<file path="src/design/rstt_pkg.sv">
package rstt_pkg;

    typedef logic [3:0]        t_op;
    typedef logic [2:0]        t_event;
    typedef logic signed [5:0] t_reg_field;
    typedef logic [4:0]        t_reg_idx;
    typedef logic [31:0]       t_mask;
    typedef logic signed [63:0] t_offset;

    localparam t_op OP_ADD   = 4'd0;
    localparam t_op OP_SUB   = 4'd1;
    localparam t_op OP_MOV   = 4'd2;
    localparam t_op OP_LDR   = 4'd3;
    localparam t_op OP_STR   = 4'd4;
    localparam t_op OP_B     = 4'd5;
    localparam t_op OP_BL    = 4'd6;
    localparam t_op OP_RET   = 4'd7;
    localparam t_op OP_CBZ   = 4'd8;
    localparam t_op OP_CBNZ  = 4'd9;
    localparam t_op OP_OTHER = 4'd10;

    localparam t_event EV_NONE    = 3'd0;
    localparam t_event EV_SOURCE  = 3'd1;
    localparam t_event EV_STORE   = 3'd2;
    localparam t_event EV_LOAD    = 3'd3;
    localparam t_event EV_SPREAD  = 3'd4;
    localparam t_event EV_SINK    = 3'd5;
    localparam t_event EV_GENERIC = 3'd6;

endpackage

</file>
<file path="src/design/rstt_if.sv">
interface rstt_in_if;
    import rstt_pkg::*;

    logic       valid;
    logic       ready;
    t_op        op;
    t_reg_field dst_reg;
    t_reg_field src_a_reg;
    t_reg_field src_b_reg;
    t_offset    stack_offset;
    logic       source_call;
    logic       begin_run;

    modport source (
        output valid, op, dst_reg, src_a_reg, src_b_reg, stack_offset,
               source_call, begin_run,
        input  ready
    );
    modport sink (
        input  valid, op, dst_reg, src_a_reg, src_b_reg, stack_offset,
               source_call, begin_run,
        output ready
    );
endinterface

interface rstt_out_if;
    import rstt_pkg::*;

    logic     valid;
    logic     ready;
    t_event   event_kind;
    t_reg_idx newly_tainted_reg;
    t_mask    taint_mask;
    logic     sink_seen;
    logic     offset_store_full;

    modport source (
        output valid, event_kind, newly_tainted_reg, taint_mask, sink_seen,
               offset_store_full,
        input  ready
    );
    modport sink (
        input  valid, event_kind, newly_tainted_reg, taint_mask, sink_seen,
               offset_store_full,
        output ready
    );
endinterface

</file>
<file path="src/design/register_stack_taint_tracker.sv">
// Channel   Dir  Modport      Word
// i_in      in   sink         one lifted instruction (op, regs, offset, flags)
// o_out     out  source       one taint result (event, new reg, mask, flags)
//
// Steps: each item is taken in the idle state, its offset is compared against the
// stored stack offsets (at most STACK_SLOTS) by walking the offset memory through
// its single registered read port, and a finish step hands over the result.
// Reset (i_rst_n low, synchronous) clears the mask, the offset count, the sink
// flag and the handshakes; the offset memory is not cleared.
// A stalled result is held in the output register; the next word is taken
// meanwhile, and the finish step waits until the output register is free.
module register_stack_taint_tracker #(
    parameter int STACK_SLOTS = 16
) (
    input  logic              i_clk,
    input  logic              i_rst_n,
    rstt_in_if.sink           i_in,
    rstt_out_if.source        o_out
);
    import rstt_pkg::*;

    // Index and fill-count widths follow the slot count.
    localparam int IW = (STACK_SLOTS > 1) ? $clog2(STACK_SLOTS) : 1;
    localparam int CW = $clog2(STACK_SLOTS + 1);

    // Sequencer states.
    localparam logic [1:0] S_IDLE = 2'd0;
    localparam logic [1:0] S_SCAN = 2'd1;
    localparam logic [1:0] S_DONE = 2'd2;

    logic [1:0]   r_state, n_state;

    // Architectural taint state.
    t_mask        r_mask;
    logic [CW-1:0] r_count;
    logic         r_sink;

    // Offset memory, undefined until written.
    t_offset      r_mem [STACK_SLOTS];
    t_offset      r_rd_data;

    // Held instruction word.
    t_op          r_op;
    t_reg_field   r_dst;
    t_reg_field   r_sa;
    t_reg_field   r_sb;
    t_offset      r_off;
    logic         r_src_call;

    // Scan control.
    logic [CW-1:0] r_rd_idx;
    logic         r_cmp_vld;
    logic         r_hit;

    // Output register.
    logic         r_o_valid;
    t_event       r_o_ev;
    t_reg_idx     r_o_reg;
    t_mask        r_o_mask;
    logic         r_o_sink;
    logic         r_o_full;

    logic         in_fire;
    logic         out_free;
    logic         rd_en;
    logic         finish;

    // Finish-step results.
    t_event       ev;
    t_reg_idx     newreg;
    t_mask        n_mask;
    logic         n_sink;
    logic         dropped;
    logic         wr_en;

    assign i_in.ready = (r_state == S_IDLE);
    assign in_fire    = i_in.valid && i_in.ready;
    assign out_free   = !r_o_valid || o_out.ready;
    assign rd_en      = (r_state == S_SCAN) && (r_rd_idx < r_count);
    assign finish     = (r_state == S_DONE) && out_free;

    function automatic logic reg_ok(input t_reg_field f);
        return !f[5];
    endfunction

    function automatic logic reg_hot(input t_reg_field f, input t_mask m);
        return !f[5] && m[f[4:0]];
    endfunction

    // Sequencer: take word, walk offsets, finish.
    always_comb begin
        n_state = r_state;
        case (r_state)
            S_IDLE: begin
                if (in_fire) begin
                    n_state = S_SCAN;
                end
            end
            S_SCAN: begin
                // Leave once every stored offset has been issued and compared.
                if (r_rd_idx == r_count) begin
                    n_state = S_DONE;
                end
            end
            S_DONE: begin
                if (out_free) begin
                    n_state = S_IDLE;
                end
            end
            default: n_state = S_IDLE;
        endcase
    end

    // Work out event and new state from the held word and the scan result.
    always_comb begin
        ev       = EV_NONE;
        newreg   = '0;
        n_mask   = r_mask;
        n_sink   = r_sink;
        dropped  = 1'b0;
        wr_en    = 1'b0;
        case (r_op)
            OP_BL: begin
                if (r_src_call) begin
                    n_mask[0] = 1'b1;
                    ev = EV_SOURCE;
                end
            end
            OP_STR: begin
                if (reg_hot(r_dst, r_mask)) begin
                    ev = EV_STORE;
                    if (!r_hit) begin
                        if (r_count < CW'(STACK_SLOTS)) begin
                            wr_en = 1'b1;
                        end else begin
                            dropped = 1'b1;
                        end
                    end
                end
            end
            OP_LDR: begin
                if (reg_ok(r_dst) && r_hit) begin
                    newreg = r_dst[4:0];
                    n_mask[r_dst[4:0]] = 1'b1;
                    ev = EV_LOAD;
                end
            end
            OP_ADD, OP_SUB, OP_MOV: begin
                if (reg_ok(r_dst) && (reg_hot(r_sa, r_mask) || reg_hot(r_sb, r_mask))) begin
                    newreg = r_dst[4:0];
                    n_mask[r_dst[4:0]] = 1'b1;
                    ev = EV_SPREAD;
                end
            end
            OP_RET: begin
                if (r_mask[0]) begin
                    n_sink = 1'b1;
                    ev = EV_SINK;
                end
            end
            OP_OTHER: begin
                if (reg_ok(r_dst) && reg_hot(r_sa, r_mask)) begin
                    newreg = r_dst[4:0];
                    n_mask[r_dst[4:0]] = 1'b1;
                    ev = EV_GENERIC;
                end
            end
            default: begin
                ev = EV_NONE;
            end
        endcase
    end

    // Offset memory: one read port for the walk, one write for inserts.
    always_ff @(posedge i_clk) begin
        if (rd_en) begin
            r_rd_data <= r_mem[r_rd_idx[IW-1:0]];
        end
        if (finish && wr_en) begin
            r_mem[r_count[IW-1:0]] <= r_off;
        end
    end

    // Hold the word while it is worked on.
    always_ff @(posedge i_clk) begin
        if (in_fire) begin
            r_op       <= i_in.op;
            r_dst      <= i_in.dst_reg;
            r_sa       <= i_in.src_a_reg;
            r_sb       <= i_in.src_b_reg;
            r_off      <= i_in.stack_offset;
            r_src_call <= i_in.source_call;
        end
        if (finish) begin
            r_o_ev   <= ev;
            r_o_reg  <= newreg;
            r_o_mask <= n_mask;
            r_o_sink <= n_sink;
            r_o_full <= dropped;
        end
    end

    // Control and taint state.
    always_ff @(posedge i_clk) begin
        if (!i_rst_n) begin
            r_state   <= S_IDLE;
            r_mask    <= '0;
            r_count   <= '0;
            r_sink    <= 1'b0;
            r_rd_idx  <= '0;
            r_cmp_vld <= 1'b0;
            r_hit     <= 1'b0;
            r_o_valid <= 1'b0;
        end else begin
            r_state <= n_state;

            // Load a new result on finish, else drop it once the sink takes it.
            if (finish) begin
                r_o_valid <= 1'b1;
            end else if (o_out.valid && o_out.ready) begin
                r_o_valid <= 1'b0;
            end

            if (in_fire) begin
                r_rd_idx  <= '0;
                r_cmp_vld <= 1'b0;
                r_hit     <= 1'b0;
                // Begin flag: clear all taint state ahead of this word.
                if (i_in.begin_run) begin
                    r_mask  <= '0;
                    r_count <= '0;
                    r_sink  <= 1'b0;
                end
            end

            if (r_state == S_SCAN) begin
                // Issue one slot read per cycle, compare it the cycle after.
                if (rd_en) begin
                    r_rd_idx <= r_rd_idx + 1'b1;
                end
                r_cmp_vld <= rd_en;
                if (r_cmp_vld && (r_rd_data == r_off)) begin
                    r_hit <= 1'b1;
                end
            end

            if (finish) begin
                r_mask    <= n_mask;
                r_sink    <= n_sink;
                if (wr_en) begin
                    r_count <= r_count + 1'b1;
                end
            end
        end
    end

    assign o_out.valid             = r_o_valid;
    assign o_out.event_kind        = r_o_ev;
    assign o_out.newly_tainted_reg = r_o_reg;
    assign o_out.taint_mask        = r_o_mask;
    assign o_out.sink_seen         = r_o_sink;
    assign o_out.offset_store_full = r_o_full;

endmodule

</file>
<file path="src/flat_wrapper.sv">
// flat-port wrapper written by rule: the top's interface ports become plain ports
module register_stack_taint_tracker_flat import rstt_pkg::*;
#(
    parameter int STACK_SLOTS = 16
)
  (i_clk, i_rst_n, i_in_valid, i_in_op, i_in_dst_reg, i_in_src_a_reg, i_in_src_b_reg, i_in_stack_offset, i_in_source_call, i_in_begin_run, i_in_ready, o_out_valid, o_out_event_kind, o_out_newly_tainted_reg, o_out_taint_mask, o_out_sink_seen, o_out_offset_store_full, o_out_ready);
  rstt_in_if i_in_i ();
  rstt_out_if o_out_i ();
  input  logic i_clk;
  input  logic i_rst_n;
  input wire logic [$bits(i_in_i.valid)-1:0] i_in_valid;
  input wire logic [$bits(i_in_i.op)-1:0] i_in_op;
  input wire logic [$bits(i_in_i.dst_reg)-1:0] i_in_dst_reg;
  input wire logic [$bits(i_in_i.src_a_reg)-1:0] i_in_src_a_reg;
  input wire logic [$bits(i_in_i.src_b_reg)-1:0] i_in_src_b_reg;
  input wire logic [$bits(i_in_i.stack_offset)-1:0] i_in_stack_offset;
  input wire logic [$bits(i_in_i.source_call)-1:0] i_in_source_call;
  input wire logic [$bits(i_in_i.begin_run)-1:0] i_in_begin_run;
  output wire logic [$bits(i_in_i.ready)-1:0] i_in_ready;
  output wire logic [$bits(o_out_i.valid)-1:0] o_out_valid;
  output wire logic [$bits(o_out_i.event_kind)-1:0] o_out_event_kind;
  output wire logic [$bits(o_out_i.newly_tainted_reg)-1:0] o_out_newly_tainted_reg;
  output wire logic [$bits(o_out_i.taint_mask)-1:0] o_out_taint_mask;
  output wire logic [$bits(o_out_i.sink_seen)-1:0] o_out_sink_seen;
  output wire logic [$bits(o_out_i.offset_store_full)-1:0] o_out_offset_store_full;
  input wire logic [$bits(o_out_i.ready)-1:0] o_out_ready;
  assign i_in_i.valid = i_in_valid;
  assign i_in_i.op = i_in_op;
  assign i_in_i.dst_reg = i_in_dst_reg;
  assign i_in_i.src_a_reg = i_in_src_a_reg;
  assign i_in_i.src_b_reg = i_in_src_b_reg;
  assign i_in_i.stack_offset = i_in_stack_offset;
  assign i_in_i.source_call = i_in_source_call;
  assign i_in_i.begin_run = i_in_begin_run;
  assign i_in_ready = i_in_i.ready;
  assign o_out_valid = o_out_i.valid;
  assign o_out_event_kind = o_out_i.event_kind;
  assign o_out_newly_tainted_reg = o_out_i.newly_tainted_reg;
  assign o_out_taint_mask = o_out_i.taint_mask;
  assign o_out_sink_seen = o_out_i.sink_seen;
  assign o_out_offset_store_full = o_out_i.offset_store_full;
  assign o_out_i.ready = o_out_ready;
  register_stack_taint_tracker #(.STACK_SLOTS(STACK_SLOTS)) u_core (.i_clk(i_clk), .i_rst_n(i_rst_n), .i_in(i_in_i), .o_out(o_out_i));
endmodule
</file>
<file path="config.mk">
export PLATFORM = sky130hd
export DESIGN_NAME = register_stack_taint_tracker_flat
export DESIGN_NICKNAME = d
export VERILOG_FILES = /design/src/design/rstt_pkg.sv /design/src/design/rstt_if.sv /design/src/design/register_stack_taint_tracker.sv /design/src/flat_wrapper.sv
export SDC_FILE = /design/constraint.sdc
export NUM_CORES = 1
export LEC_CHECK = 0
export ABC_AREA = 1
export BUFFER_PORTS_ARGS = -buffer_cell sky130_fd_sc_hd__buf_2
export CAP_MARGIN = 15
export CORE_MARGIN = 10
export CORE_UTILIZATION = 56
export DETAILED_ROUTE_END_ITERATION = 12
export PLACE_DENSITY = 0.79
export SYNTH_ARGS = -nofsm -noshare
export SYNTH_HDL_FRONTEND = slang
export SYNTH_SLANG_ARGS = --single-unit
export TNS_END_PERCENT = 30
</file>
<file path="constraint.sdc">
create_clock -name i_clk -period 4.65 [get_ports i_clk]
set_clock_uncertainty 0.2 [all_clocks]
set_input_delay 0.93 -clock i_clk [delete_from_list [all_inputs] [get_ports i_clk]]
set_output_delay 0.93 -clock i_clk [all_outputs]
set_load 0.03 [all_outputs]
</file>
==> run_results.csv, run 1 <==
group,metric,value,unit
logic_synthesis,async_flop_share,0,%
global_routing,overflow,0,
setup_path,reg2reg_depth,14,
setup_path,worstReg2RegStart,"u_core.r_dst[0]$_DFFE_PP_",
min_path,min_to,"u_core.r_off[22]$_DFFE_PP_",
timing,finalHoldViolations,0,
logic_synthesis,synth-seq-cells,1265,
final_layout,drive_gt1_share,12.4,%
timing,period_needed,3.44,ns
pwr,vdd_ir_drop_max,0.000334,V
logic_synthesis,synth_top_cell_by_area,"edfxtp_1",
logic_synthesis,netlist_top_cells_area,"edfxtp_1, nor2_1, o32ai_1, o21ai_0, nand2_1",
setup_path,r2r-end,"u_core.r_mem[0][48]$_DFFE_PP_",
logic_synthesis,syn-num-nets,3753,
placement,routabilityCongestion,0.882,
floorplan,die-area,0.102,sq mm
drt,postRouteAntennaNets,0,
logic_synthesis,syn_inst,3651,
setup_path,crit_fanout,25,
clock_network,hold_buffers,0,
clock_network,clock_latency,0.72,ns
setup_path,arrival,3.64,ns
clock_network,clk_path_buf_depth,3,
pwr,powerDensity,403,mW/mm^2
min_path,worstHoldStart,"i_in_stack_offset[22]",
clock_network,root_buffer,"clkbuf_16",
flow_run,maxCapViolCount,0,
global_routing,track_usage,21.7,%
setup_path,max_stage_delay,0.67,ns
logic_synthesis,avgSynthCellArea,13.7,sq um
final_layout,multi_input_area,0.0113,sq mm
logic_synthesis,yosysWarnings,0,
timing,finalCritPeriodShare,74.0,%
global_routing,grt_start_max_net_pins,161,
final_layout,seq_area,0.0375,sq mm
drt,wire_per_inst,22.8,um
final_layout,area_delta_synth_final,11.6,%
drt,drt_pass1_iterations,6,
min_path,worst_hold_path_type,"primary input to register",
clock_network,clk_pin_slew,0.06,ns
timing,tightestPinTransition,1.12,ns
logic_synthesis,synth_ff_type,"edfxtp_1",
drt,vias,30700,
timing,max_slew_margin,25.4,%
setup_path,r2r_slack,1.21,ns
final_layout,fin_nets,3846,
logic_synthesis,synthesis.area,0.0500,sq mm
min_path,hold_depth,1,
clock_network,clock_sinks,1265,
placement,dp_hpwl,63000,um
global_routing,grt_antenna_before_repair,0,
timing,fin_hold_ws,0.179,ns
setup_path,critPathLaunchType,"register",
placement,port-buffer-count,135,
clock_network,cts_resized,0,
run_status,status,"finished clean",
final_layout,fin_cells,5013,
global_routing,first_global_vias,30000,
final_layout,fill_cells,6109,
setup_path,cpMaxStageDelayCell,"nor2_4",
timing,setup_viol,0,
floorplan,num_rows,109,
floorplan,core_area,0.0885,sq mm
drt,detail_route.drc_violations,0,
drt,drt-initial-drc-count,3856,
floorplan,die_h,319,um
clock_network,cts-buffers-inserted,121,
floorplan,dieWidth,319,um
drt,routed_via_density,6.12,
logic_synthesis,synth-edff-count,1217,
placement,dp.cells,4786,
timing,fin_tns_setup,0,ns
logic_synthesis,synth_top_area_share,73.0,%
clock_network,cts_tree,"done",
setup_path,path_class,"register to register",
clock_network,post-cts-setup-buffer-count,0,
global_routing,grt_pass1_wl,174000,um
timing,fmax,291,MHz
final_layout,largest_register_ff_count,1024,
logic_synthesis,synth_cell_types,48,
logic_synthesis,yosysSeqAreaShare,74.9,%
drt,drt_wl_total,114000,um
clock_network,htreeDepth,3,
timing,maxSlewViolCount,0,
floorplan,ioPinCount,136,
timing,rsz0062_at_grt,"no",
setup_path,worst_ep_required_time,4.85,ns
pwr,power_leakage,0.0180,uW
setup_path,path_cells,"nor2_2 > a22oi_1 > nand3_1 > nand3_1 > nand2_1 > nand2_1 > nand2_2 > nand4_4 > nor2_4 > nand2_4 > clkinv_4 > nand2_4 > nor2_4 > buf_12",
setup_path,end_kind,"register",
floorplan,initial_core_util,56.5,%
worst max-delay path by stage:
stage | from | end | slack, ns | depth (start not counted)
after floorplan | u_core.r_dst[0]$_DFFE_PP_ | u_core.r_mem[0][0]$_DFFE_PP_ | -0.33 | 13
after global routing | u_core.r_dst[0]$_DFFE_PP_ | u_core.r_mem[0][53]$_DFFE_PP_ | 1.01 | 14
after CTS | u_core.r_dst[0]$_DFFE_PP_ | u_core.r_mem[0][53]$_DFFE_PP_ | 1.20 | 14
after global placement | u_core.r_dst[0]$_DFFE_PP_ | u_core.r_mem[3][31]$_DFFE_PP_ | 1.22 | 14
after detailed placement | u_core.r_dst[0]$_DFFE_PP_ | u_core.r_mem[3][25]$_DFFE_PP_ | 1.18 | 14
final | u_core.r_dst[0]$_DFFE_PP_ | u_core.r_mem[0][48]$_DFFE_PP_ | 1.21 | 14
critical path, delay by kind of cell (launching register included):
family / cells / cell delay, ns
flops: 1 / 0.47
compound gates: 1 / 0.16
buf+inv: 2 / 0.41
simple gates: 11 / 1.89
cells in the mapped netlist (5+ instances only):
cell type	instances
o32ai_1	159
o221ai_1	97
buf_2	28
nor2_2	7
ha_1	10
xnor2_1	50
buf_6	5
a21oi_1	50
nand2_1	339
nand3_2	11
nor2_1	644
nand2_4	6
o21ai_0	272
nand2_2	23
a21oi_2	12
buf_1	19
clkbuf_1	176
inv_2	6
mux2i_1	97
nand4_1	20
a22oi_1	10
inv_1	77
edfxtp_1	1217
o211ai_1	32
or2_2	9
nand3_1	188
dfxtp_1	48
per-stage QoR:
| stage | worst slack (ns) | area [sq um] | power, uW | utilization, % |
|---|---|---|---|---|
| floorplan | -0.329 | 50000 | 13100 | - |
| global placement | 1.22 | 52000 | 13300 | 58.8 |
| detailed placement | 1.18 | 52000 | 13300 | 58.8 |
| CTS | 1.20 | 55900 | 22700 | 63.1 |
| global route | 1.01 | 55900 | 23100 | 63.1 |
| finish | 1.21 | 55900 | 22500 | 63.1 |
area by class of cell:
| type | count | area share [%] |
|---|---|---|
| sequential | 1265 | 67.2 |
| multi-input combinational | 2065 | 20.3 |
| tap | 1165 | 2.61 |
| clock inverter | 68 | 1.10 |
| clock buffer | 158 | 5.82 |
| timing repair buffer | 203 | 2.39 |
| antenna | 1 | 0.00448 |
| inverter | 88 | 0.645 |
cell families (layout without fill, tap and decap cells):
group / Yosys count / in the layout / share of synthesized area [%]
fa+ha+maj: 10 / 10 / 0.250
xor+xnor: 54 / 54 / 0.945
other cells: 0 / 1 / 0
compound gates: 642 / 642 / 8.69
simple gates: 1262 / 1262 / 10.6
buf+inv: 321 / 517 / 2.65
mux: 97 / 97 / 1.94
flops: 1265 / 1265 / 74.9
metal layers:
layer / part of all wire, % / GRT usage, % / vias up
li1: - / - / 13800
met1: 40 / 28.8 / 15100
met2: 49 / 36.2 / 1567
met3: 8.0 / 3.51 / 215
met4: 2.7 / 7.51 / 0
met5: 0 / 0 / -
cells in the final DEF, fill, tap and decap left out, types with 12 or more instances in the layout:
master and n:
dfxtp_1 45, nor2_4 19, edfxtp_1 1217, o211ai_1 32, nand2_1 339, xnor2_1 50
nand3_1 188, inv_1 72, nor2_1 631, nand2_2 23, clkinv_2 21, buf_12 12
buf_4 56, a21oi_1 50, mux2i_1 97, clkinv_1 23, nand4_1 20, buf_2 135
o32ai_1 159, clkbuf_16 123, o21ai_0 272, clkbuf_1 31, a21oi_2 12, o221ai_1 97
power by group:
group / switching, uW / total, uW / internal (uW)
logic: 217 / 309 / 92.5
registers: 176 / 12800 / 12600
clock network: 4150 / 9470 / 5320
total: 4540 / 22500 / 18000
(Power assumes the default switching activity.)
==> run 2, diff against run 1 <==
clock period = 3.1 ns   (was 4.65 ns; I/O delays follow)
==> run_results.csv, run 2 (same netlist as run 1, synthesis figures left out) <==
group,metric,value,unit
placement,routabilityCongestion,0.876,
final_layout,fin_nets,4026,
setup_path,startpoint,"u_core.r_dst[1]$_DFFE_PP_",
placement,dpl_cell_area,0.0529,sq mm
setup_path,crit_end,"u_core.r_mem[10][46]$_DFFE_PP_",
clock_network,clk_pin_slew,0.06,ns
global_routing,first_global_vias,31900,
final_layout,fill_cells,5853,
setup_path,path_cells,"buf_6 > nor2_4 > nand2_1 > nand4_1 > nand3_1 > nand2_1 > nand2_2 > nand2_2 > nand4_4 > nor2_4 > nand2_4 > clkinv_8 > nand2_4 > nor2_4 > buf_12 > buf_16",
clock_network,cts-buffers-inserted,121,
setup_path,r2r_slack,0.09,ns
drt,drt_wl_total,130000,um
setup_path,arrival,3.20,ns
min_path,worstHoldStart,"o_out_ready",
final_layout,fin_area,0.0582,sq mm
clock_network,htreeDepth,3,
flow_run,maxCapViolCount,0,
drt,drt_pass1_iterations,8,
final_layout,drive_gt1_share,14.4,%
setup_path,path_delay_family,"simple AND/OR/NAND/NOR gates",
drt,vias,32400,
setup_path,reg2reg_depth,16,
drt,detail_route.drc_violations,0,
setup_path,crit_fanout,24,
setup_path,worst_ep_required_time,3.29,ns
setup_path,cp.buffers_inverters,4,
clock_network,clk_path_buf_depth,3,
global_routing,track_usage,24.3,%
timing,maxSlewViolCount,0,
final_layout,final_cell_mix,"edfxtp_1, nor2_1, nand2_1",
timing,finalHoldViolations,0,
final_layout,area_delta_synth_final,16.3,%
pwr,pwr-share-comb,2.4,%
pwr,powerDensity,588,mW/mm^2
setup_path,path_common_cell,"nor2_4",
timing,setup_viol,0,
run_status,status,"finished clean",
pwr,p_sw,7050,uW
timing,fin_hold_ws,0.0397,ns
setup_path,critPathLaunchType,"register",
placement,port-buffer-count,135,
setup_path,max_stage_delay,0.51,ns
floorplan,ioPinCount,136,
floorplan,initial_core_util,56.5,%
final_layout,largest_register_ff_count,1024,
setup_path,path_class,"register to register",
setup_path,cpMaxStageDelayCell,"edfxtp_1",
global_routing,grt_pass1_wl,192000,um
drt,postRouteAntennaNets,0,
setup_path,worstReg2RegStart,"u_core.r_dst[1]$_DFFE_PP_",
timing,max_slew_margin,28.8,%
floorplan,core_area,0.0885,sq mm
drt,wire_per_inst,25.0,um
clock_network,root_buffer,"clkbuf_16",
clock_network,clock_sinks,1265,
floorplan,die-area,0.102,sq mm
timing,tightestPinTransition,1.06,ns
pwr,pwr-share-clk,42.1,%
drt,drt-initial-drc-count,4668,
placement,dp_hpwl,72600,um
pwr,intPower,27200,uW
floorplan,die_h,319,um
timing,finalCritPeriodShare,97.2,%
final_layout,layout_commonest_cell,"edfxtp_1",
clock_network,clock_latency,0.71,ns
pwr,pwr-share-seq,55.5,%
clock_network,cts_tree,"done",
timing,rsz0062_at_grt,"yes",
pwr,power_leakage,0.0190,uW
floorplan,num_rows,109,
timing,fmax,332,MHz
drt,routed_via_density,6.24,
min_path,worst_hold_path_type,"primary input to register",
floorplan,dieWidth,319,um
setup_path,r2r-end,"u_core.r_mem[10][46]$_DFFE_PP_",
pwr,switching_share,20.6,%
setup_path,crit_cells,16,
setup_path,end_kind,"register",
global_routing,overflow,0,
global_routing,grt_antenna_before_repair,1,
timing,period_needed,3.01,ns
global_routing,grt_start_max_net_pins,172,
pwr,vdd_ir_drop_max,0.000595,V
## run 2: changes by cell type in the layout (fill, tap and decap cells not counted), moves of 3 or more
cell           before  now
buf_12             12   49
buf_4              56   92
buf_6               0    6
clkbuf_1           31   26
clkbuf_16         123  129
clkinv_8            0    4
dlygate4sd3_1       0   87
nand2_1           339  336
nand2_2            23   26
nor2_4             19   23
## run 2: worst register-to-register path, stage by stage, from the launching register on
cell and delay (ns):
edfxtp_1 0.51, buf_6 0.18, nor2_4 0.17, nand2_1 0.08
nand4_1 0.11, nand3_1 0.08, nand2_1 0.08, nand2_2 0.06
nand2_2 0.13, nand4_4 0.11, nor2_4 0.14, nand2_4 0.09
clkinv_8 0.09, nand2_4 0.11, nor2_4 0.16, buf_12 0.16
buf_16 0.21
## run 2: what timing repair did
action / in CTS / in global routing
endpoints found under the setup margin: 0 / 623
hold buffers: 87 / 0
endpoints found under the hold margin: 87 / 0
setup buffers: 0 / 14
gates resized for setup: 0 / 19
## run 2: cell type report
type / count / area [sq um] / share of cell area [%]
inverters: 88 / 370 / 0.636
well taps: 1165 / 1460 / 2.50
flip-flops and latches: 1265 / 37500 / 64.5
clock buffers: 151 / 3180 / 5.47
repair buffers: 381 / 3570 / 6.14
multi-input cells: 2067 / 11400 / 19.6
clock inverters: 74 / 704 / 1.21
diodes: 1 / 2.50 / 0.00430
## run 2: power by group through the flow
stage / logic [uW] / clock network (uW) / registers, uW
6_report: 825 / 14400 / 19000
4_1_cts: 810 / 14500 / 19000
3_3_place_gp: 702 / 0 / 19400
3_5_place_dp: 718 / 0 / 19400
5_1_grt: 885 / 15200 / 19000
2_1_floorplan: 228 / 0 / 19400
## run 2: worst min path at each step
| stage | endpoint | slack, ns | depth (start not counted) |
|---|---|---|---|
| 4_1_cts | u_core.r_state[1]$_SDFFE_PN0P_ | 0.009 | 4 |
| 5_1_grt | u_core.r_state[1]$_SDFFE_PN0P_ | 0.04 | 4 |
| 2_1_floorplan | u_core.r_hit$_SDFF_PN0_ | 0.26 | 2 |
| 3_3_place_gp | u_core.r_sink$_SDFFE_PN0P_ | 0.27 | 2 |
| 3_5_place_dp | u_core.r_rd_idx[4]$_SDFF_PN0_ | 0.29 | 1 |
| 6_report | u_core.r_state[1]$_SDFFE_PN0P_ | 0.04 | 4 |
## run 2: per-stage QoR
stage	total power [uW]	util, %	setup slack, ns	cells	TNS (ns)
2_1_floorplan	19700	-	-0.0860	3651	-64.10
6_report	34200	65.8	0.0868	5192	0
5_1_grt	35100	65.8	-0.0348	5192	-4.30
3_3_place_gp	20100	59.8	0.136	4853	0
4_1_cts	34300	65.2	0.0825	5165	0
3_5_place_dp	20100	59.8	0.108	4853	0
## run 2: routing by layer
metal  vias up  track usage (%)  part of all wire (%)
met4         0             9.26                   3.5
met2      1980             40.0                    49
met1     16000             32.1                    38
met3       288             4.39                   9.5
met5         -                0                     0
li1      14200                -                     -
